### src/tpa_pkg.sv
// ----------------------------------------------------------------------------
// tpa_pkg
// Shared widths, register indexes, reset values and result layout for the
// tachometer period averager.
// ----------------------------------------------------------------------------
package tpa_pkg;

  localparam int TIME_W      = 32;
  localparam int INTERVAL_W  = 24;
  localparam int MINP_W      = 8;
  localparam int PPR_W       = 5;
  localparam int COUNT_W     = 16;
  localparam int MEAN_W      = 38;
  localparam int RPM_W       = 31;
  localparam int IN_DATA_W   = 32;
  localparam int IN_USER_W   = 1;
  localparam int OUT_DATA_W  = 88;
  localparam int CFG_ADDR_W  = 2;
  localparam int CFG_DATA_W  = 24;

  localparam int COUNT_LSB   = 0;
  localparam int MEAN_LSB    = COUNT_LSB + COUNT_W;
  localparam int RPM_LSB     = MEAN_LSB + MEAN_W;
  localparam int PAD_LSB     = RPM_LSB + RPM_W;

  typedef logic [CFG_ADDR_W-1:0] cfg_addr_t;
  typedef logic [IN_USER_W-1:0]  mode_t;

  localparam cfg_addr_t CFG_UPDATE_INTERVAL = 2'd0;
  localparam cfg_addr_t CFG_MIN_PULSES      = 2'd1;
  localparam cfg_addr_t CFG_PULSES_PER_REV  = 2'd2;

  localparam mode_t MODE_PULSE = 1'b0;
  localparam mode_t MODE_CHECK = 1'b1;

  localparam logic [INTERVAL_W-1:0] INTERVAL_RST = 24'd200000;
  localparam logic [MINP_W-1:0]     MINP_RST     = 8'd4;
  localparam logic [PPR_W-1:0]      PPR_RST      = 5'd2;

  localparam longint unsigned RPM_SCALE = 64'd60000000;
  localparam logic [RPM_W-1:0]  RPM_MAX  = {RPM_W{1'b1}};
  localparam logic [MEAN_W-1:0] MEAN_MAX = {MEAN_W{1'b1}};

endpackage

### src/tpa_ring_mem.sv
// ----------------------------------------------------------------------------
// tpa_ring_mem
// Interval ring storage: one write port, one read port, registered read data.
// ----------------------------------------------------------------------------
module tpa_ring_mem #(
  parameter int DEPTH  = 64,
  parameter int ADDR_W = 6,
  parameter int DATA_W = 32
) (
  input  logic              clk,
  input  logic              we,
  input  logic [ADDR_W-1:0] waddr,
  input  logic [DATA_W-1:0] wdata,
  input  logic [ADDR_W-1:0] raddr,
  output logic [DATA_W-1:0] rdata_r
);

  logic [DATA_W-1:0] mem [DEPTH];

  always_ff @(posedge clk) begin
    if (we) begin
      mem[waddr] <= wdata;
    end
  end

  always_ff @(posedge clk) begin
    rdata_r <= mem[raddr];
  end

endmodule

### src/tpa_div.sv
// ----------------------------------------------------------------------------
// tpa_div
// Restoring divider, one quotient bit per cycle.
// ----------------------------------------------------------------------------
module tpa_div #(
  parameter int NUM_W = 36,
  parameter int DEN_W = 47
) (
  input  logic             clk,
  input  logic             rst_n,
  input  logic             start,
  input  logic [NUM_W-1:0] num,
  input  logic [DEN_W-1:0] den,
  output logic [NUM_W-1:0] quot,
  output logic             done
);

  localparam int CNT_W = $clog2(NUM_W + 1);

  logic [DEN_W-1:0] rem_r, rem_nxt;
  logic [DEN_W-1:0] den_r;
  logic [NUM_W-1:0] q_r, q_nxt;
  logic [CNT_W-1:0] cnt_r, cnt_nxt;
  logic             done_r, done_nxt;
  logic [DEN_W:0]   cand;
  logic             fits;

  assign cand = {rem_r, q_r[NUM_W-1]};
  assign fits = cand >= {1'b0, den_r};

  always_comb begin
    rem_nxt  = rem_r;
    q_nxt    = q_r;
    cnt_nxt  = cnt_r;
    done_nxt = 1'b0;
    if (start) begin
      rem_nxt = '0;
      q_nxt   = num;
      cnt_nxt = CNT_W'(NUM_W);
    end else if (cnt_r != '0) begin
      rem_nxt  = fits ? DEN_W'(cand - {1'b0, den_r}) : cand[DEN_W-1:0];
      q_nxt    = {q_r[NUM_W-2:0], fits};
      cnt_nxt  = cnt_r - 1'b1;
      done_nxt = (cnt_r == CNT_W'(1));
    end
  end

  always_ff @(posedge clk) begin
    if (!rst_n) begin
      cnt_r  <= '0;
      done_r <= 1'b0;
    end else begin
      cnt_r  <= cnt_nxt;
      done_r <= done_nxt;
    end
  end

  always_ff @(posedge clk) begin
    rem_r <= rem_nxt;
    q_r   <= q_nxt;
    if (start) begin
      den_r <= den;
    end
  end

  assign quot = q_r;
  assign done = done_r;

endmodule

### src/tachometer_period_average.sv
// ----------------------------------------------------------------------------
// tachometer_period_average
// Pulse-period moving average over a ring of DEPTH intervals, with RPM reports.
//
// Input channel (in_*): in_tuser is the item kind (pulse edge or report
// check), in_tdata the free-running microsecond timestamp. One item is taken
// at a time. For a pulse, the ring slot is read in the accept cycle and the
// updated interval is written back the next, which also updates the running
// sum. A due check runs through the bit-serial divider that forms
// rpm = 60e6*DEPTH / (pulses_per_rev * sum).
// Result channel (out_*): one item per due check, held in an output
// register; new items are taken while it waits. A report that finishes while
// the previous one is still not taken holds until out_tready frees the
// register. Reset clears all control state and sets configuration to its
// reset values; unwritten ring slots read as zero via a fill flag, so no
// clearing pass runs. The user must write configuration (cfg_*) only while
// the block is idle; the block itself does not enforce it.
// ----------------------------------------------------------------------------
module tachometer_period_average #(
  parameter int DEPTH = 64
) (
  input  logic                          clk,
  input  logic                          rst_n,
  input  logic                          in_tvalid,
  output logic                          in_tready,
  input  logic [tpa_pkg::IN_DATA_W-1:0] in_tdata,   // [31:0] time_us
  input  logic [tpa_pkg::IN_USER_W-1:0] in_tuser,   // [0] mode
  output logic                          out_tvalid,
  input  logic                          out_tready,
  // [15:0] pulse_count, [53:16] mean_period_q6, [84:54] rpm, [87:85] zero
  output logic [tpa_pkg::OUT_DATA_W-1:0] out_tdata,
  input  logic                           cfg_we,
  input  logic [tpa_pkg::CFG_ADDR_W-1:0] cfg_addr,
  input  logic [tpa_pkg::CFG_DATA_W-1:0] cfg_wdata
);

  import tpa_pkg::*;

  localparam int IDX_W  = (DEPTH > 1) ? $clog2(DEPTH) : 1;
  localparam int SUM_W  = TIME_W + IDX_W;
  localparam int DEN_W  = PPR_W + SUM_W;
  localparam longint unsigned NUM_VAL = RPM_SCALE * DEPTH;
  localparam int NUM_W  = $clog2(NUM_VAL + 1);
  localparam int SW_W   = (SUM_W > MEAN_W) ? SUM_W : MEAN_W;
  localparam int QW_W   = (NUM_W > RPM_W) ? NUM_W : RPM_W;

  localparam logic [2:0] ST_IDLE  = 3'd0;
  localparam logic [2:0] ST_PULSE = 3'd1;
  localparam logic [2:0] ST_MUL   = 3'd2;
  localparam logic [2:0] ST_START = 3'd3;
  localparam logic [2:0] ST_DIV   = 3'd4;
  localparam logic [2:0] ST_DONE  = 3'd5;

  logic [2:0]            state_r, state_nxt;
  logic [IDX_W-1:0]      widx_r, widx_nxt;
  logic                  full_r, full_nxt;
  logic [SUM_W-1:0]      sum_r, sum_nxt;
  logic [TIME_W-1:0]     last_pulse_r, last_pulse_nxt;
  logic [TIME_W-1:0]     last_report_r, last_report_nxt;
  logic [COUNT_W-1:0]    pulses_r, pulses_nxt;
  logic [INTERVAL_W-1:0] interval_r;
  logic [MINP_W-1:0]     minp_r;
  logic [PPR_W-1:0]      ppr_r;
  logic                  out_valid_r, out_valid_nxt;
  logic [OUT_DATA_W-1:0] out_data_r;

  logic [TIME_W-1:0]     delta_r;
  logic [COUNT_W-1:0]    count_cap_r;
  logic [SUM_W-1:0]      sum_cap_r;
  logic                  rpm_zero_r;
  logic [DEN_W-1:0]      den_r;

  logic                  accept;
  logic                  is_check;
  logic                  due;
  logic [TIME_W-1:0]     rd_data;
  logic [TIME_W-1:0]     old_interval;
  logic [IDX_W:0]        widx_inc;
  logic                  mem_we;
  logic                  div_start;
  logic                  div_done;
  logic [NUM_W-1:0]      quot;
  logic [SW_W-1:0]       sum_wide;
  logic [MEAN_W-1:0]     mean_sat;
  logic [QW_W-1:0]       quot_wide;
  logic [RPM_W-1:0]      rpm_val;
  logic                  load_out;

  assign in_tready = (state_r == ST_IDLE);
  assign accept    = in_tvalid && in_tready;
  assign is_check  = (in_tuser == MODE_CHECK);
  assign due       = (in_tdata - last_report_r) >= TIME_W'(interval_r);

  assign old_interval = full_r ? rd_data : '0;
  assign widx_inc     = {1'b0, widx_r} + 1'b1;
  assign mem_we       = (state_r == ST_PULSE);
  assign div_start    = (state_r == ST_START);

  assign sum_wide  = SW_W'(sum_cap_r);
  assign mean_sat  = (sum_wide > SW_W'(MEAN_MAX)) ? MEAN_MAX : sum_wide[MEAN_W-1:0];
  assign quot_wide = QW_W'(quot);
  assign rpm_val   = rpm_zero_r ? '0 :
                     (quot_wide > QW_W'(RPM_MAX)) ? RPM_MAX : quot_wide[RPM_W-1:0];
  assign load_out  = (state_r == ST_DONE) && (!out_valid_r || out_tready);

  tpa_ring_mem #(
    .DEPTH  (DEPTH),
    .ADDR_W (IDX_W),
    .DATA_W (TIME_W)
  ) u_ring (
    .clk     (clk),
    .we      (mem_we),
    .waddr   (widx_r),
    .wdata   (delta_r),
    .raddr   (widx_r),
    .rdata_r (rd_data)
  );

  tpa_div #(
    .NUM_W (NUM_W),
    .DEN_W (DEN_W)
  ) u_div (
    .clk   (clk),
    .rst_n (rst_n),
    .start (div_start),
    .num   (NUM_W'(NUM_VAL)),
    .den   (den_r),
    .quot  (quot),
    .done  (div_done)
  );

  always_comb begin
    state_nxt       = state_r;
    widx_nxt        = widx_r;
    full_nxt        = full_r;
    sum_nxt         = sum_r;
    last_pulse_nxt  = last_pulse_r;
    last_report_nxt = last_report_r;
    pulses_nxt      = pulses_r;
    out_valid_nxt   = out_valid_r && !out_tready;
    case (state_r)
      ST_IDLE: begin
        if (accept) begin
          if (!is_check) begin
            last_pulse_nxt = in_tdata;
            pulses_nxt     = pulses_r + 1'b1;
            state_nxt      = ST_PULSE;
          end else if (due) begin
            pulses_nxt      = '0;
            last_report_nxt = in_tdata;
            state_nxt       = ST_MUL;
          end
        end
      end
      ST_PULSE: begin
        sum_nxt = sum_r - SUM_W'(old_interval) + SUM_W'(delta_r);
        if (widx_inc >= (IDX_W+1)'(DEPTH)) begin
          widx_nxt = '0;
          full_nxt = 1'b1;
        end else begin
          widx_nxt = widx_inc[IDX_W-1:0];
        end
        state_nxt = ST_IDLE;
      end
      ST_MUL: begin
        state_nxt = ST_START;
      end
      ST_START: begin
        state_nxt = ST_DIV;
      end
      ST_DIV: begin
        if (div_done) begin
          state_nxt = ST_DONE;
        end
      end
      ST_DONE: begin
        if (load_out) begin
          out_valid_nxt = 1'b1;
          state_nxt     = ST_IDLE;
        end
      end
      default: begin
        state_nxt = ST_IDLE;
      end
    endcase
  end

  always_ff @(posedge clk) begin
    if (!rst_n) begin
      state_r       <= ST_IDLE;
      widx_r        <= '0;
      full_r        <= 1'b0;
      sum_r         <= '0;
      last_pulse_r  <= '0;
      last_report_r <= '0;
      pulses_r      <= '0;
      out_valid_r   <= 1'b0;
      interval_r    <= INTERVAL_RST;
      minp_r        <= MINP_RST;
      ppr_r         <= PPR_RST;
    end else begin
      state_r       <= state_nxt;
      widx_r        <= widx_nxt;
      full_r        <= full_nxt;
      sum_r         <= sum_nxt;
      last_pulse_r  <= last_pulse_nxt;
      last_report_r <= last_report_nxt;
      pulses_r      <= pulses_nxt;
      out_valid_r   <= out_valid_nxt;
      if (cfg_we) begin
        case (cfg_addr)
          CFG_UPDATE_INTERVAL: interval_r <= cfg_wdata;
          CFG_MIN_PULSES:      minp_r     <= cfg_wdata[MINP_W-1:0];
          CFG_PULSES_PER_REV:  ppr_r      <= cfg_wdata[PPR_W-1:0];
          default: begin
          end
        endcase
      end
    end
  end

  always_ff @(posedge clk) begin
    if (accept && !is_check) begin
      delta_r <= in_tdata - last_pulse_r;
    end
    if (accept && is_check) begin
      count_cap_r <= pulses_r;
      sum_cap_r   <= sum_r;
      rpm_zero_r  <= (pulses_r < COUNT_W'(minp_r)) || (sum_r == '0) || (ppr_r == '0);
    end
    if (state_r == ST_MUL) begin
      den_r <= DEN_W'(ppr_r) * DEN_W'(sum_cap_r);
    end
    if (load_out) begin
      out_data_r <= {{(OUT_DATA_W - PAD_LSB){1'b0}}, rpm_val, mean_sat, count_cap_r};
    end
  end

  assign out_tvalid = out_valid_r;
  assign out_tdata  = out_data_r;

endmodule

### config.mk
export PLATFORM = sky130hd
export DESIGN_NAME = tachometer_period_average
export DESIGN_NICKNAME = d
export VERILOG_FILES = /design/src/tpa_pkg.sv /design/src/tpa_ring_mem.sv /design/src/tpa_div.sv /design/src/tachometer_period_average.sv
export SDC_FILE = /design/constraint.sdc
export NUM_CORES = 2
export LEC_CHECK = 0
export BUFFER_PORTS_ARGS = -buffer_cell sky130_fd_sc_hd__buf_2
export CAP_MARGIN = 40
export CORE_ASPECT_RATIO = 0.9
export CORE_MARGIN = 10
export CORE_UTILIZATION = 36
export CTS_BUF_LIST = sky130_fd_sc_hd__clkbuf_2
export DETAILED_ROUTE_END_ITERATION = 16
export PLACE_DENSITY = 0.59
export SLEW_MARGIN = 20
export SYNTH_ARGS = -nofsm -noshare
export SYNTH_HDL_FRONTEND = slang
export SYNTH_SLANG_ARGS = --single-unit
### constraint.sdc
create_clock -name clk -period 13.05 [get_ports clk]
set_clock_uncertainty 0.1 [all_clocks]
set_input_delay 1.305 -clock clk [delete_from_list [all_inputs] [get_ports clk]]
set_output_delay 1.305 -clock clk [all_outputs]
set_load 0.02 [all_outputs]
==> results.sh <==
export IMPL_outcome="complete, no violations"
export IMPL_cts_clk_slew_worst_paths_ns=0.10
export IMPL_clock_latency_ns=1.88
export IMPL_yosysWarnings=0
export IMPL_synth_top_flop_cell="edfxtp_1"
export IMPL_row_count=190
export IMPL_antenna_found_initial=26
export IMPL_synth_area_um2=107700
export IMPL_wl_um=320200
export IMPL_grt_pass1_wl_um=463700
export IMPL_n_fill_cell=27715
export IMPL_final_common_cell="edfxtp_1"
export IMPL_critPathLaunchType="flop"
export IMPL_drc=0
export IMPL_gp_congestion=0.8896
export IMPL_grt_setup_unrepaired="no"
export IMPL_firstDrtPassIters=6
export IMPL_hold_viol=0
export IMPL_timing_hold_ws_ns=0.2402
export IMPL_fin_crit_sh_pct=45.22
export IMPL_die_w_um=596.5
export IMPL_drtIter0Drc=7825
export IMPL_cpMostUsedCell="a21oi_1"
export IMPL_finalSetupTns_ns=0
export IMPL_cpPeakStageDelay_ns=0.58
export IMPL_netlist_instances=7623
export IMPL_path_class="flop to flop"
export IMPL_cts_tree="built"
export IMPL_syn_avg_cell_area_um2=14.13
export IMPL_yosysTopAreaCell="edfxtp_1"
export IMPL_cts_buffers=630
export IMPL_initial_core_util_pct=36.15
export IMPL_cpMaxStageDelayCell="nand3_1"
export IMPL_synth_cell_types=87
export IMPL_final_antenna_net_count=0
export IMPL_grt_use_total_pct=19.04
export IMPL_vias=70044
export IMPL_crit_buf_inv=1
export IMPL_drive_above_1_share_pct=16.75
export IMPL_crit_arrival_ns=7.43
export IMPL_synth_top_area_share_pct=64.31
export IMPL_crit_chain="inv_1 -> ha_1 -> nor2b_1 -> o2111ai_1 -> a21oi_1 -> nor2_1 -> o31ai_1 -> and3_1 -> o21ai_0 -> nand2b_1 -> a21oi_1 -> xnor2_1 -> ha_1 -> a21o_1 -> a21o_1 -> a21oi_1 -> o311ai_0 -> nor4_1 -> o311ai_0 -> nor4_4 -> nand3_1 -> a41oi_1"
export IMPL_io_pins=154
export IMPL_cap_violations=0
export IMPL_synth_area_leaders="edfxtp_1 64%, dfxtp_1 5.2%, a22oi_1 4.7%"
export IMPL_core_area_um2=297900
export IMPL_total_power_mw=17.91
export IMPL_ir_drop_mv=0.1120
export IMPL_setup_viol=0
export IMPL_dieArea_um2=321400
export IMPL_port_buffers=150
export IMPL_synth_edf_count=2306
export IMPL_maxSlewHeadroom_pct=35.02
export IMPL_max_freq_ghz=0.1694
export IMPL_powerDensity_nw_per_um2=148.2
export IMPL_gr_total_overflow=0
export IMPL_wl_per_cell_um=25.33
export IMPL_htreeDepth=6
export IMPL_rrSetupSlack_ns=7.15
export IMPL_crit_family="compound AO/OA/AOI/OAI gates"
export IMPL_dp_hpwl_um=184600
export IMPL_grt_pass1_vias=69075
export IMPL_cts_sinks=2586
export IMPL_nNetsFinal=8685
export IMPL_drv_slew=0
export IMPL_grt_max_degree=123
export IMPL_yosysSeqAreaShare_pct=69.51
export IMPL_cellLeakagePower_nw=41.71
export IMPL_cts_resized=0
export IMPL_cts_buffer_depth=4
export IMPL_area_growth_pct=12.24
export IMPL_min_path_type="flop to flop"
export IMPL_max_slew_worst_pin_slew_ns=0.9747
export IMPL_crit_fanout=14
export IMPL_root_buffer="clkbuf_2"
export IMPL_yosys_register_bits=2586
export IMPL_async_flop_share_pct=0
export IMPL_die_h_um=538.9
export IMPL_viasPerCell=5.540
export IMPL_final_cell_mix="2,306 x edfxtp_1, 901 x clkbuf_2, 672 x a22oi_1"
export IMPL_min_period_ns=5.902
export IMPL_crit_required_ns=14.58
export IMPL_critPathCaptureType="flop"
## layout make-up
| class | instances | area [µm²] | share of cell area, % |
|---|---|---|---|
| flip-flops and latches | 2586 | 74850 | 61.93 |
| multi-input cells | 4145 | 30030 | 24.85 |
| well taps | 3936 | 4925 | 4.075 |
| clock buffers | 901 | 4509 | 3.731 |
| repair buffers | 435 | 3530 | 2.920 |
| inverters | 448 | 1685 | 1.394 |
| clock inverters | 179 | 1290 | 1.067 |
| diodes | 14 | 35.03 | 0.02899 |
## registers in the layout (all words and copies together) (netlist names), 3 cells and up
signal / count
u_ring.mem: 2048
out_tdata: 85
den_r: 43
u_div.den_r: 43
u_div.rem_r: 43
sum_cap_r: 38
sum_r: 38
delta_r: 32
last_pulse_r: 32
last_report_r: 32
u_div.quot: 32
u_ring.rdata_r: 32
interval_r: 24
count_cap_r: 16
pulses_r: 16
minp_r: 8
u_div.cnt_r: 6
widx_r: 6
ppr_r: 5
state_r: 3
## logic make-up after synthesis
family / synth area share, %
other: 0.003482
multiplexers: 0.5229
buffers and inverters: 3.157
adder cells (fa/ha/maj): 5.354
AND/OR/NAND/NOR: 6.503
XOR/XNOR: 1.212
AO/OA/AOI/OAI: 13.74
flip-flops: 69.51
## what timing repair did
item / in CTS / in global routing
hold endpoints to repair: 151 / 0
hold buffers: 67 / 0
buffers inserted: 0 / 0
## synth_stat cells, drive strengths merged (54+ instances only)
cell and count:
edfxtp 2306, a22oi 672, nand2 490, inv 447, a21oi 402, clkbuf 369
nor2 331, dfxtp 280, ha 232, a221oi 179, a22o 176, a31oi 169
and2 168, o21ai 145, fa 143, nand4 123, nand3 106, a21o 103
xnor2 88, buf 77, nor3 61, xor2 61, mux2i 54
## power by group
part	switching, mW	internal (mW)
Sequential	0.171	9.29
Combinational	1.86	1.08
Clock	3.25	2.24
## per-stage QoR
stage          area, µm²  worst slack, ns  utilization, %  instances
5_1_grt           120800            6.689           40.57      12636
6_report          120900            7.148           40.57      12644
3_3_place_gp      113700            6.303           38.16      11441
4_1_cts           120400            7.313           40.42      12610
3_5_place_dp      113900            6.326           38.25      11463
2_1_floorplan     107700            7.175               -       7625
## path summary, 6_finish.rpt
path | start | endpoint | depth (start not counted)
worst min register to register | den_r[38] | u_div.den_r[38] | 0
worst min-delay path | den_r[38] | u_div.den_r[38] | 0
worst max-delay path | last_report_r[1] | pulses_r[13] | 22
worst max register to register | last_report_r[1] | pulses_r[13] | 22
## per-layer routing
layer  vias to the layer above  track usage [%]  wire (µm)
met5                         -                0         79
met4                        10            6.354       9754
met3                       454            4.935      32500
met2                      3532            29.93     145900
met1                     35125            25.68     132000
li1                      30923                -          -
## worst register-to-register path, cell delays in order (launching register included)
cell,delay [ns]
dfxtp_1,0.35
inv_1,0.07
ha_1,0.27
nor2b_1,0.17
o2111ai_1,0.18
a21oi_1,0.35
nor2_1,0.18
o31ai_1,0.41
and3_1,0.24
o21ai_0,0.11
nand2b_1,0.09
a21oi_1,0.08
xnor2_1,0.19
ha_1,0.28
a21o_1,0.19
a21o_1,0.18
a21oi_1,0.18
o311ai_0,0.16
nor4_1,0.31
o311ai_0,0.31
nor4_4,0.42
nand3_1,0.58
a41oi_1,0.40
(Power assumes the default switching activity.)
